**src/rtl/core/pidaw_pkg.sv**
```systemverilog
// shared types, constants and helpers for the pid controller with angle wrap
`default_nettype none

package pidaw_pkg;

   localparam int unsigned TIME_UNITS_PER_SECOND = 1000000;

   localparam int DATA_W   = 32;
   localparam int GAIN_W   = 20;
   localparam int TIME_W   = 20;
   localparam int CSR_AW   = 3;
   localparam int REQ_W    = 56;
   localparam int RSP_W    = 168;

   // datapath widths
   localparam int MUL_A_W  = 33;
   localparam int MUL_B_W  = 32;
   localparam int MUL_P_W  = MUL_A_W + MUL_B_W;
   localparam int PROD_W   = 52;
   localparam int NUM_W    = 52;
   localparam int DEN_W    = 36;
   localparam int N_W      = 53;
   localparam int ACC_W    = 85;

   localparam int STEPS_PER_CYCLE = 2;
   localparam int INC_DIV_CYCLES  = PROD_W / STEPS_PER_CYCLE;
   localparam int D_DIV_CYCLES    = DATA_W / STEPS_PER_CYCLE;
   localparam int CNT_W           = $clog2(INC_DIV_CYCLES + 1);

   localparam logic signed [33:0] HALF_TURN = 34'sd11796480;
   localparam logic signed [33:0] FULL_TURN = 34'sd23592960;

   localparam logic [NUM_W-1:0] MAG_CAP = 52'h0_0000_8000_0000;

   // register indexes
   localparam logic [CSR_AW-1:0] CSR_SETPOINT   = 3'd0;
   localparam logic [CSR_AW-1:0] CSR_PROP_GAIN  = 3'd1;
   localparam logic [CSR_AW-1:0] CSR_INT_GAIN   = 3'd2;
   localparam logic [CSR_AW-1:0] CSR_DERIV_GAIN = 3'd3;
   localparam logic [CSR_AW-1:0] CSR_OUT_LOW    = 3'd4;
   localparam logic [CSR_AW-1:0] CSR_OUT_HIGH   = 3'd5;
   localparam logic [CSR_AW-1:0] CSR_ANGLE_MODE = 3'd6;

   // opcodes
   localparam logic OP_STEP  = 1'b0;
   localparam logic OP_CLEAR = 1'b1;

   typedef enum logic [4:0] {
      S_IDLE,
      S_ERR,
      S_WRAP,
      S_DELTA,
      S_INC_MUL,
      S_INC_LOAD,
      S_INC_DIV,
      S_INT_ADD,
      S_P_TERM,
      S_I_LO,
      S_I_HI,
      S_I_FIN,
      S_X_LO,
      S_X_HI,
      S_X_SUM,
      S_D_LOAD,
      S_D_DIV,
      S_D_FIN,
      S_SUM,
      S_EMIT
   } state_type;

   // sign and magnitude to saturated 32 bit signed
   function automatic logic [DATA_W-1:0] cap_mag(input logic neg, input logic [NUM_W-1:0] mag);
      if (neg) begin
         if (mag >= MAG_CAP) return 32'h8000_0000;
         return ~mag[DATA_W-1:0] + 32'd1;
      end
      if (mag >= MAG_CAP) return 32'h7FFF_FFFF;
      return mag[DATA_W-1:0];
   endfunction

endpackage

`default_nettype wire

```
**src/rtl/core/pid_controller_angle_wrap_core.sv**
```systemverilog
// pid controller with angle wrap, integral saturation and output clamp
// a control item computes error, integral increment, p, i and d terms, then the clamp;
// the derivative division is skipped if elapsed time is zero or the derivative saturates
// a clear item goes straight to the response; a new item waits until the last is emitted
// the radix-4 divider is shared by both quotients, the 33x32 multiplier by seven products
// reset: synchronous; registers go to their reset values, integral and prior error are zeroed
`default_nettype none

module pid_controller_angle_wrap_core
   import pidaw_pkg::*;
(
   input  logic                clock,
   input  logic                reset,
   input  logic                csr_we,
   input  logic [CSR_AW-1:0]   csr_addr,
   input  logic [DATA_W-1:0]   csr_wdata,
   input  logic                req_tvalid,
   output logic                req_tready,
   input  logic [REQ_W-1:0]    req_tdata,   // measured_value, elapsed_us, zero pad
   input  logic                req_tuser,   // opcode
   output logic                rsp_tvalid,
   input  logic                rsp_tready,
   output logic [RSP_W-1:0]    rsp_tdata    // drive_value, error_value, p_term, i_term,
                                            // d_term, limited, zero pad
);

   state_type state_ff, state_in;

   // configuration
   logic signed [DATA_W-1:0] setpoint_ff;
   logic [GAIN_W-1:0]        prop_gain_ff;
   logic [GAIN_W-1:0]        int_gain_ff;
   logic [GAIN_W-1:0]        deriv_gain_ff;
   logic signed [DATA_W-1:0] out_low_ff;
   logic signed [DATA_W-1:0] out_high_ff;
   logic                     angle_mode_ff;

   // controller state
   logic signed [63:0]       integral_ff;
   logic signed [DATA_W-1:0] prior_ff;

   // working registers
   logic signed [DATA_W-1:0] mv_ff;
   logic [TIME_W-1:0]        elapsed_ff;
   logic signed [DATA_W:0]   err_raw_ff;
   logic signed [DATA_W-1:0] err_ff;
   logic [DATA_W-1:0]        err_mag_ff;
   logic                     err_neg_ff;
   logic [DATA_W:0]          delta_mag_ff;
   logic                     delta_neg_ff;
   logic [63:0]              int_mag_ff;
   logic                     int_neg_ff;
   logic signed [DATA_W-1:0] p_ff;
   logic signed [DATA_W-1:0] i_ff;
   logic signed [DATA_W-1:0] d_ff;
   logic signed [DATA_W-1:0] drive_ff;
   logic                     limited_ff;
   logic [MUL_P_W-1:0]       mul_ff;
   logic [ACC_W-1:0]         acc_ff;
   logic [N_W-1:0]           n_ff;
   logic [NUM_W-1:0]         num_ff;
   logic [DEN_W-1:0]         rem_ff;
   logic [DEN_W-1:0]         den_ff;
   logic [CNT_W-1:0]         cnt_ff;
   logic                     rsp_tvalid_ff;
   logic [RSP_W-1:0]         rsp_data_ff;

   // combinational
   logic                     req_accept;
   logic                     rsp_free;
   logic [MUL_A_W-1:0]       mul_a;
   logic [MUL_B_W-1:0]       mul_b;
   logic signed [33:0]       err_ext;
   logic signed [33:0]       err_wrapped;
   logic signed [DATA_W-1:0] err_sat;
   logic signed [DATA_W:0]   delta;
   logic [DATA_W:0]          delta_mag;
   logic signed [52:0]       inc_val;
   logic signed [64:0]       int_sum;
   logic signed [63:0]       int_next;
   logic [67:0]              i_total;
   logic [DATA_W-1:0]        i_val;
   logic [ACC_W-1:0]         x_sum;
   logic [DEN_W-1:0]         den_d;
   logic                     d_cap;
   logic signed [33:0]       sum_ext;
   logic [DEN_W:0]           div_trial;
   logic [DEN_W-1:0]         div_rem;
   logic [NUM_W-1:0]         div_num;

   localparam logic [MUL_B_W-1:0] TPS_B   = MUL_B_W'(TIME_UNITS_PER_SECOND);
   localparam logic [DEN_W-1:0]   TPS_DEN = DEN_W'(TIME_UNITS_PER_SECOND);

   assign req_accept = req_tvalid && req_tready;
   assign rsp_free   = !rsp_tvalid_ff || rsp_tready;
   assign rsp_tvalid = rsp_tvalid_ff;
   assign rsp_tdata  = rsp_data_ff;

   // error wrap and saturation
   always_comb begin
      err_ext     = {err_raw_ff[DATA_W], err_raw_ff};
      err_wrapped = err_ext;
      if (angle_mode_ff && (err_ext > HALF_TURN)) begin
         err_wrapped = err_ext - FULL_TURN;
      end else if (angle_mode_ff && (err_ext < -HALF_TURN)) begin
         err_wrapped = err_ext + FULL_TURN;
      end
      if (err_wrapped > 34'sd2147483647) begin
         err_sat = 32'sh7FFF_FFFF;
      end else if (err_wrapped < -34'sd2147483648) begin
         err_sat = 32'sh8000_0000;
      end else begin
         err_sat = err_wrapped[DATA_W-1:0];
      end
   end

   assign delta     = {err_ff[DATA_W-1], err_ff} - {prior_ff[DATA_W-1], prior_ff};
   assign delta_mag = delta[DATA_W] ? (~delta + 33'd1) : delta;

   // integral update with 64 bit saturation
   always_comb begin
      inc_val = err_neg_ff ? -$signed({1'b0, num_ff}) : $signed({1'b0, num_ff});
      int_sum = {integral_ff[63], integral_ff} + {{12{inc_val[52]}}, inc_val};
      if (int_sum[64] != int_sum[63]) begin
         int_next = int_sum[64] ? 64'sh8000_0000_0000_0000 : 64'sh7FFF_FFFF_FFFF_FFFF;
      end else begin
         int_next = int_sum[63:0];
      end
   end

   // integral term from the two partial products
   always_comb begin
      i_total = acc_ff[67:0] + {mul_ff[35:0], 32'd0};
      if (int_gain_ff == '0) begin
         i_val = '0;
      end else if (|int_mag_ff[63:47]) begin
         i_val = cap_mag(int_neg_ff, MAG_CAP);
      end else begin
         i_val = cap_mag(int_neg_ff, i_total[67:16]);
      end
   end

   assign x_sum = acc_ff + {mul_ff[N_W-1:0], 32'd0};
   assign den_d = {elapsed_ff, 16'd0};
   // quotient would reach 2^31
   assign d_cap = acc_ff[ACC_W-1:31] >= {18'd0, den_d};

   assign sum_ext = {{2{p_ff[DATA_W-1]}}, p_ff} + {{2{i_ff[DATA_W-1]}}, i_ff}
                  + {{2{d_ff[DATA_W-1]}}, d_ff};

   // restoring divider, two quotient bits per cycle
   always_comb begin
      div_rem   = rem_ff;
      div_num   = num_ff;
      div_trial = '0;
      for (int k = 0; k < STEPS_PER_CYCLE; k++) begin
         div_trial = {div_rem, div_num[NUM_W-1]};
         div_num   = {div_num[NUM_W-2:0], 1'b0};
         if (div_trial >= {1'b0, den_ff}) begin
            div_trial  = div_trial - {1'b0, den_ff};
            div_num[0] = 1'b1;
         end
         div_rem = div_trial[DEN_W-1:0];
      end
   end

   // next state
   always_comb begin
      state_in = state_ff;
      unique case (state_ff)
         S_IDLE: begin
            if (req_accept) state_in = (req_tuser == OP_CLEAR) ? S_EMIT : S_ERR;
         end
         S_ERR:      state_in = S_WRAP;
         S_WRAP:     state_in = S_DELTA;
         S_DELTA:    state_in = S_INC_MUL;
         S_INC_MUL:  state_in = S_INC_LOAD;
         S_INC_LOAD: state_in = S_INC_DIV;
         S_INC_DIV: begin
            if (cnt_ff == CNT_W'(1)) state_in = S_INT_ADD;
         end
         S_INT_ADD:  state_in = S_P_TERM;
         S_P_TERM:   state_in = S_I_LO;
         S_I_LO:     state_in = S_I_HI;
         S_I_HI:     state_in = S_I_FIN;
         S_I_FIN:    state_in = S_X_LO;
         S_X_LO:     state_in = S_X_HI;
         S_X_HI:     state_in = S_X_SUM;
         S_X_SUM:    state_in = S_D_LOAD;
         S_D_LOAD: begin
            state_in = ((elapsed_ff == '0) || d_cap) ? S_SUM : S_D_DIV;
         end
         S_D_DIV: begin
            if (cnt_ff == CNT_W'(1)) state_in = S_D_FIN;
         end
         S_D_FIN:    state_in = S_SUM;
         S_SUM:      state_in = S_EMIT;
         S_EMIT: begin
            if (rsp_free) state_in = S_IDLE;
         end
         default:    state_in = S_IDLE;
      endcase
   end

   // outputs: handshake and multiplier operands
   always_comb begin
      req_tready = (state_ff == S_IDLE);
      mul_a      = '0;
      mul_b      = '0;
      unique case (state_ff)
         S_INC_MUL: begin
            mul_a = {1'b0, err_mag_ff};
            mul_b = {12'd0, elapsed_ff};
         end
         S_INT_ADD: begin
            mul_a = {1'b0, err_mag_ff};
            mul_b = {12'd0, prop_gain_ff};
         end
         S_I_LO: begin
            mul_a = {1'b0, int_mag_ff[31:0]};
            mul_b = {12'd0, int_gain_ff};
         end
         S_I_HI: begin
            mul_a = {18'd0, int_mag_ff[46:32]};
            mul_b = {12'd0, int_gain_ff};
         end
         S_I_FIN: begin
            mul_a = delta_mag_ff;
            mul_b = {12'd0, deriv_gain_ff};
         end
         S_X_LO: begin
            mul_a = {1'b0, mul_ff[31:0]};
            mul_b = TPS_B;
         end
         S_X_HI: begin
            mul_a = {12'd0, n_ff[N_W-1:32]};
            mul_b = TPS_B;
         end
         default: begin
            mul_a = '0;
            mul_b = '0;
         end
      endcase
   end

   // control and persistent state
   always_ff @(posedge clock) begin
      if (reset) begin
         state_ff      <= S_IDLE;
         setpoint_ff   <= '0;
         prop_gain_ff  <= '0;
         int_gain_ff   <= '0;
         deriv_gain_ff <= '0;
         out_low_ff    <= -32'sd65536;
         out_high_ff   <= 32'sd65536;
         angle_mode_ff <= 1'b0;
         integral_ff   <= '0;
         prior_ff      <= '0;
         cnt_ff        <= '0;
         rsp_tvalid_ff <= 1'b0;
      end else begin
         state_ff <= state_in;
         if (csr_we) begin
            unique case (csr_addr)
               CSR_SETPOINT:   setpoint_ff   <= csr_wdata;
               CSR_PROP_GAIN:  prop_gain_ff  <= csr_wdata[GAIN_W-1:0];
               CSR_INT_GAIN:   int_gain_ff   <= csr_wdata[GAIN_W-1:0];
               CSR_DERIV_GAIN: deriv_gain_ff <= csr_wdata[GAIN_W-1:0];
               CSR_OUT_LOW:    out_low_ff    <= csr_wdata;
               CSR_OUT_HIGH:   out_high_ff   <= csr_wdata;
               CSR_ANGLE_MODE: angle_mode_ff <= csr_wdata[0];
               default:        ;
            endcase
         end
         if (req_accept && (req_tuser == OP_CLEAR)) integral_ff <= '0;
         if (state_ff == S_INT_ADD) integral_ff <= int_next;
         if (state_ff == S_DELTA) prior_ff <= err_ff;
         if (state_ff == S_INC_LOAD) begin
            cnt_ff <= CNT_W'(INC_DIV_CYCLES);
         end else if (state_ff == S_D_LOAD) begin
            cnt_ff <= CNT_W'(D_DIV_CYCLES);
         end else if ((state_ff == S_INC_DIV) || (state_ff == S_D_DIV)) begin
            cnt_ff <= cnt_ff - CNT_W'(1);
         end
         if ((state_ff == S_EMIT) && rsp_free) begin
            rsp_tvalid_ff <= 1'b1;
         end else if (rsp_tready) begin
            rsp_tvalid_ff <= 1'b0;
         end
      end
   end

   // datapath
   always_ff @(posedge clock) begin
      mul_ff <= mul_a * mul_b;
      unique case (state_ff)
         S_IDLE: begin
            if (req_accept) begin
               mv_ff      <= req_tdata[DATA_W-1:0];
               elapsed_ff <= req_tdata[DATA_W+TIME_W-1:DATA_W];
               // a clear item reports all zeros
               err_ff     <= '0;
               p_ff       <= '0;
               i_ff       <= '0;
               d_ff       <= '0;
               drive_ff   <= '0;
               limited_ff <= 1'b0;
            end
         end
         S_ERR: begin
            err_raw_ff <= {setpoint_ff[DATA_W-1], setpoint_ff} - {mv_ff[DATA_W-1], mv_ff};
         end
         S_WRAP: begin
            err_ff <= err_sat;
         end
         S_DELTA: begin
            err_neg_ff   <= err_ff[DATA_W-1];
            err_mag_ff   <= err_ff[DATA_W-1] ? (~err_ff + 32'd1) : err_ff;
            delta_neg_ff <= delta[DATA_W];
            delta_mag_ff <= delta_mag;
         end
         S_INC_LOAD: begin
            num_ff <= mul_ff[PROD_W-1:0];
            rem_ff <= '0;
            den_ff <= TPS_DEN;
         end
         S_INC_DIV, S_D_DIV: begin
            num_ff <= div_num;
            rem_ff <= div_rem;
         end
         S_P_TERM: begin
            p_ff       <= cap_mag(err_neg_ff, {16'd0, mul_ff[51:16]});
            int_neg_ff <= integral_ff[63];
            int_mag_ff <= integral_ff[63] ? (~integral_ff + 64'd1) : integral_ff;
         end
         S_I_HI: begin
            acc_ff <= {21'd0, mul_ff[63:0]};
         end
         S_I_FIN: begin
            i_ff <= i_val;
         end
         S_X_LO: begin
            n_ff <= mul_ff[N_W-1:0];
         end
         S_X_HI: begin
            acc_ff <= {21'd0, mul_ff[63:0]};
         end
         S_X_SUM: begin
            acc_ff <= x_sum;
         end
         S_D_LOAD: begin
            if (elapsed_ff == '0) begin
               d_ff <= '0;
            end else if (d_cap) begin
               d_ff <= cap_mag(delta_neg_ff, MAG_CAP);
            end else begin
               rem_ff <= acc_ff[67:32];
               num_ff <= {acc_ff[31:0], 20'd0};
               den_ff <= den_d;
            end
         end
         S_D_FIN: begin
            d_ff <= cap_mag(delta_neg_ff, {20'd0, num_ff[31:0]});
         end
         S_SUM: begin
            if (sum_ext > $signed({{2{out_high_ff[DATA_W-1]}}, out_high_ff})) begin
               drive_ff   <= out_high_ff;
               limited_ff <= 1'b1;
            end else if (sum_ext < $signed({{2{out_low_ff[DATA_W-1]}}, out_low_ff})) begin
               drive_ff   <= out_low_ff;
               limited_ff <= 1'b1;
            end else begin
               drive_ff   <= sum_ext[DATA_W-1:0];
               limited_ff <= 1'b0;
            end
         end
         S_EMIT: begin
            if (rsp_free) begin
               rsp_data_ff <= {7'd0, limited_ff, d_ff, i_ff, p_ff, err_ff, drive_ff};
            end
         end
         default: ;
      endcase
   end

   // a clear item leaves the integral at zero
   assert property (@(posedge clock) disable iff (reset)
      (req_accept && (req_tuser == OP_CLEAR)) |=> (integral_ff == '0))
      else $error("integral not cleared");

   // divider count never runs out inside a division
   assert property (@(posedge clock) disable iff (reset)
      ((state_ff == S_INC_DIV) || (state_ff == S_D_DIV)) |-> (cnt_ff != '0))
      else $error("divider count underflow");

   // without the cap the derivative quotient stays below 2^31
   assert property (@(posedge clock) disable iff (reset)
      (state_ff == S_D_FIN) |-> (num_ff[31] == 1'b0))
      else $error("derivative quotient overflow");

   // a limited drive sits on one of the clamp limits
   assert property (@(posedge clock) disable iff (reset)
      (state_ff == S_SUM) |=>
         (!limited_ff || (drive_ff == out_high_ff) || (drive_ff == out_low_ff)))
      else $error("limited drive off the clamp limits");

endmodule

`default_nettype wire
```
**config.mk**
```make
export PLATFORM = sky130hd
export DESIGN_NAME = pid_controller_angle_wrap_core
export DESIGN_NICKNAME = d
export VERILOG_FILES = /design/src/rtl/core/pidaw_pkg.sv /design/src/rtl/core/pid_controller_angle_wrap_core.sv
export SDC_FILE = /design/constraint.sdc
export NUM_CORES = 2
export LEC_CHECK = 0
export ABC_AREA = 1
export BUFFER_PORTS_ARGS = -buffer_cell sky130_fd_sc_hd__clkbuf_2
export CORE_MARGIN = 2
export CORE_UTILIZATION = 49
export CTS_BUF_LIST = sky130_fd_sc_hd__clkbuf_4 sky130_fd_sc_hd__clkbuf_8 sky130_fd_sc_hd__clkbuf_16
export CTS_CLUSTER_DIAMETER = 200
export DETAILED_ROUTE_END_ITERATION = 10
export HOLD_SLACK_MARGIN = 0.15
export MAX_ROUTING_LAYER = met4
export PLACE_DENSITY = 0.63
export SYNTH_ARGS = -nofsm -noshare
export SYNTH_HDL_FRONTEND = slang
export SYNTH_SLANG_ARGS = --single-unit
```
**constraint.sdc**
```tcl
create_clock -name clock -period 11.48 [get_ports clock]
set_input_delay 0.574 -clock clock [delete_from_list [all_inputs] [get_ports clock]]
set_output_delay 0.574 -clock clock [all_outputs]
set_load 0.02 [all_outputs]
```
# Word-level counts from Yosys, hierarchy flattened
# Cells that the tools add are included.
totals:
  register_bits: 1118
  inputBits: 97
  output_inout_bits: 170
  elab_cells: 274
classes:
  add_sub_neg: 19
  mul: 1
  n_lt_le_gt_ge: 12
  eq_ne: 34
  mux: 116
  bitwise_logic: 6
  n_reduce_logical: 48
op_table:
  columns: ["operator", "n"]
  rows:
  - ["$mux W32", 34]
  - ["$mux W64", 4]
  - ["$pmux W32 S2", 4]
  - ["$mux W36", 6]
  - ["$pmux W33 S6", 1]
  - ["$pmux W85 S2", 1]
  - ["$pmux W52 S3", 1]
  - ["$add A32 B1 Y32 const B", 4]
  - ["$not A32 Y32", 4]
  - ["$pmux W36 S3", 1]
  - ["$mux W52", 2]
  - ["$pmux W20 S5", 1]
  - ["$pmux W5 S20", 1]
  - ["$pmux W32 S3", 1]
  - ["$add A85 B85 Y85", 1]
  - ["$ge A37 B36 Y1", 2]
  - ["$pmux W36 S2", 1]
  - ["$sub A36 B36 Y36", 2]
  - ["$add A68 B68 Y68", 1]
  - ["$mux W34", 2]
  - ["$sub A32 B32 Y33", 2]
  - ["$add A64 B53 Y65", 1]
  - ["$add A64 B1 Y64 const B", 1]
  - ["$not A64 Y64", 1]
  - ["other kinds (52)", 157]

# Longest topological paths before layout
depth:
  word_depth: 14
  ltp_mapped: 43

# Worst setup path after synthesis
# OpenSTA, ideal clock, no wires.
synth_timing:
  path_type: "reg2reg"
  startpoint: "register state_ff[0]"
  endpoint: "register mul_ff[43]"
  setup_time_ns: 0.121
  arrival_time_ns: 8.367
  slack_ns: 2.992
  path_stages_with_launch: 39
  path_buffers: 2
  cell_sequence: "dfxtp_1 nor2_1 inv_1 nor2_1 inv_1 clkbuf_1 o21ai_0 a221oi_1 nand2_1 clkbuf_1 nand2_1 fa_1 inv_1 fa_1 inv_1 fa_1 inv_1 fa_1 [... 3 more ...] fa_1 inv_1 fa_1 inv_1 ha_1 a21oi_1 nor2_1 nor3_1 nand2_1 a21oi_1 inv_1 nand2_1 nand2_1 a21oi_1 o21ai_0 nand3_1 nand2_1 xor2_1"
synth_between:
  elab_chain_cells: 4
  word_cells_on_any_way: 13
  classes_between: "mul: 1; eq/ne: 7; mux: 2; reduce/logical: 3"
synth_lines:
  columns: ["element", "line_no", "rtl"]
  rows:
  - ["from (decl)", "pid_controller_angle_wrap_core.sv:27", "state_type state_ff, state_in;"]
  - ["from (signal assigned)", "pid_controller_angle_wrap_core.sv:262", "state_ff <= state_in;"]
  - ["$eq A5 B3 Y1 or $eq A5 B4 Y1 (tied branches)", "pid_controller_angle_wrap_core.sv:210", "unique case (state_ff)"]
  - ["$reduce_or A2 Y1 (no source line)", null, null]
  - ["$pmux W33 S6 or $pmux W20 S5 (tied branches)", "pid_controller_angle_wrap_core.sv:210", null]
  - ["$mul A33 B20 Y53 (*)", "pid_controller_angle_wrap_core.sv:295", "mul_ff <= mul_a * mul_b;"]
  - ["to (signal assigned)", "pid_controller_angle_wrap_core.sv:295", null]
  - ["to (decl)", "pid_controller_angle_wrap_core.sv:58", "logic [MUL_P_W-1:0] mul_ff;"]
# Every way passes the cells marked *; elsewhere a longest branch is shown, timed or not.
# A chain may end at the register's enable or synchronous reset.

# Worst setup path after layout
layout_timing:
  startpoint: "register state_ff[4]"
  endpoint: "register mul_ff[49]"
# Same word-level chain as after synthesis.

==> flow_metrics.tcl <==
set metrics [dict create \
    hp-class "input pin to flop" \
    grtUsageTotal_pct 36.4 \
    gp_congestion 1.01 \
    dr.pass1.iters 9 \
    htreeDepth 3 \
    fin_crit_sh_pct 89.3 \
    regArea_mm2 0.0290 \
    drv_cap 0 \
    drc 0 \
    ys.flop_type "edfxtp_1" \
    ant_nets 0 \
    cts.hold.buffers_added 66 \
    relSlewSlack_pct 18.0 \
    rsz0062_at_grt "false" \
    cts-root-buf "clkbuf_16" \
    critical_path_arrival_ns 10.86 \
    worstSkewPairLatency_ns 0.80 \
    nets 12400 \
    layout_common_cells "2308 x nand2_1, 1873 x inv_1, 1073 x nor2_1, 754 x edfxtp_1, 729 x o21ai_0" \
    ys_warn_count 0 \
    numClockSinks 1071 \
    cp-start-kind "flop" \
    dp.cells 13400 \
    yosysUniqueCellTypes 73 \
    via_per_inst 5.69 \
    wire_per_inst_um 23.8 \
    finClkSkew_ns 0.0773 \
    grt_antenna_before_repair 19 \
    peakVddDrop_mv 0.555 \
    p_leak_nw 45.4 \
    tightest_slew_ns 1.22 \
    cts_tree "done" \
    grt_pass1_wl_um 478000 \
    floorplan.initialDensity_pct 49.2 \
    synth_edf_count 754 \
    whs_ns 0.246 \
    cts_setup_buffers 0 \
    area_delta_synth_final_pct 10.3 \
    drive_gt1_share_pct 6.48 \
    grt_max_degree 122 \
    grt.busiest_layer "met2" \
    ctsResizeCount 0 \
    syn_area_mm2 0.0876 \
    ios 267 \
    fmax_ghz 0.0976 \
    stdcell_count 13700 \
    cpMostUsedCell "inv_1" \
    use_met3_pct 6.22 \
    io_buffers 255 \
    dp_hpwl_um 257000 \
    cellPowerDensity_mw_per_mm2 206 \
    crit_slowest_cell "inv_1" \
    end_kind "flop" \
    final_common_cell "nand2_1" \
    row_count 155 \
    status "complete, no violations" \
    async_flop_share_pct 0 \
    fillers 17000 \
    grt_pass1_vias 73700 \
    multiInputGateArea_mm2 0.0502 \
    ys_seq_area_share_pct 33.1 \
    wirelength_um 326000 \
    vias 77900 \
    die_area_mm2 0.182 \
    fp.coreArea_mm2 0.178 \
    path_class "flop to flop" \
    syn_inst 11000 \
    path_clk_slew_ns 0.06 \
    ys_seq_elements 1071 \
    die_h_um 427 \
    clk_path_buf_depth 3 \
    setup_viol 0 \
    required_ns 12.09 \
    finalHoldViolations 0 \
    cts_buffers 119 \
    max_stage_delay_ns 0.74 \
    fin_crit_ns 10.25 \
    slew_viol_final 0 \
    die_x_um 427 \
    grt_use_met1_pct 49.6 \
    place_area_mm2 0.0917 \
    path_max_fanout 33 \
    tns_ns 0 \
    gr-usage-met2_pct 54.4 \
    grt-ovfl-total 0 \
    drt_iter0_markers 8447 \
    syn_avg_cell_area_um2 7.98 \
    final_area_mm2 0.0965 \
]
==> metrics by stage <==
step	total power, mW	util (%)	worst slack, ns
2_1_floorplan	12.2	-	2.99
3_3_place_gp	15.5	51.5	1.67
3_5_place_dp	15.6	51.5	1.58
4_1_cts	19.7	54.2	1.45
5_1_grt	21.2	54.2	0.753
6_report	19.9	54.2	1.23
==> critical path: cells and delay by family, from the launching register on <==
family,cells,cell delay (ns)
AND/OR/NAND/NOR,7,1.61
AO/OA/AOI/OAI,6,1.54
adder cells (fa/ha/maj),8,3.97
XOR/XNOR,1,0.15
flip-flops,1,0.48
buffers and inverters,11,2.28
==> cells in the mapped netlist (50+ instances only) <==
cell	count	area, um2
xnor2_1	158	1380
nor4_1	76	475
o21ai_0	730	3650
nor2_1	1089	4090
dfxtp_1	317	6350
nand2_1	2311	8670
clkbuf_1	295	1110
inv_1	1874	7030
nand3_1	370	1850
ha_1	522	6530
edfxtp_1	754	22600
a21oi_1	714	3570
nor3_1	130	651
nand4_1	116	726
a22oi_1	50	375
fa_1	591	11800
xor2_1	270	2360
a31oi_1	83	519
==> metal layers <==
metal | share of wire, % | up-vias
met2 | 44 | 3465
met3 | 8.7 | 558
met4 | 4.2 | 0
li1 | - | 36100
met5 | 0 | -
met1 | 43 | 37800
==> flip-flops by register name, indices dropped and copies added, names as in the netlist, 33 cells and up <==
name	cells
acc_ff	85
rsp_tdata	161
int_mag_ff	64
delta_mag_ff	33
integral_ff	64
err_raw_ff	33
num_ff	52
mul_ff	53
rem_ff	36
==> where the power goes <==
part / internal, mW / switching [mW] / leakage [nW]
sequential: 4.97 / 0.553 / 9.59
clock: 2.34 / 1.72 / 2.08
combinational: 3.00 / 7.30 / 33.7
total: 10.3 / 9.58 / 45.4
==> final timing paths <==
check                from       endpoint  slack [ns]  depth (start not counted)
max           state_ff[4]     mul_ff[49]        1.23                         33
min           csr_addr[0]  angle_mode_ff        0.25                          5
max reg2reg   state_ff[4]     mul_ff[49]        1.23                         33
min reg2reg  drive_ff[23]  rsp_tdata[23]        0.42                          0
==> kinds of logic after synthesis <==
kind of cell             share of synthesized area [%]
XOR/XNOR                                          4.28
AND/OR/NAND/NOR                                   19.8
AO/OA/AOI/OAI                                     12.0
adder cells (fa/ha/maj)                           21.0
other                                          0.00428
buffers and inverters                             9.85
flip-flops                                        33.1
==> area by class of cell <==
type | instances | area share [%]
antenna | 17 | 0.0441
multi-input combinational | 7639 | 52.0
timing repair buffer | 465 | 3.14
clock buffer | 170 | 3.66
inverter | 1906 | 7.41
sequential | 1071 | 30.0
clock inverter | 55 | 0.657
tap | 2355 | 3.05
Note: power is estimated with default switching activity, not from simulation.
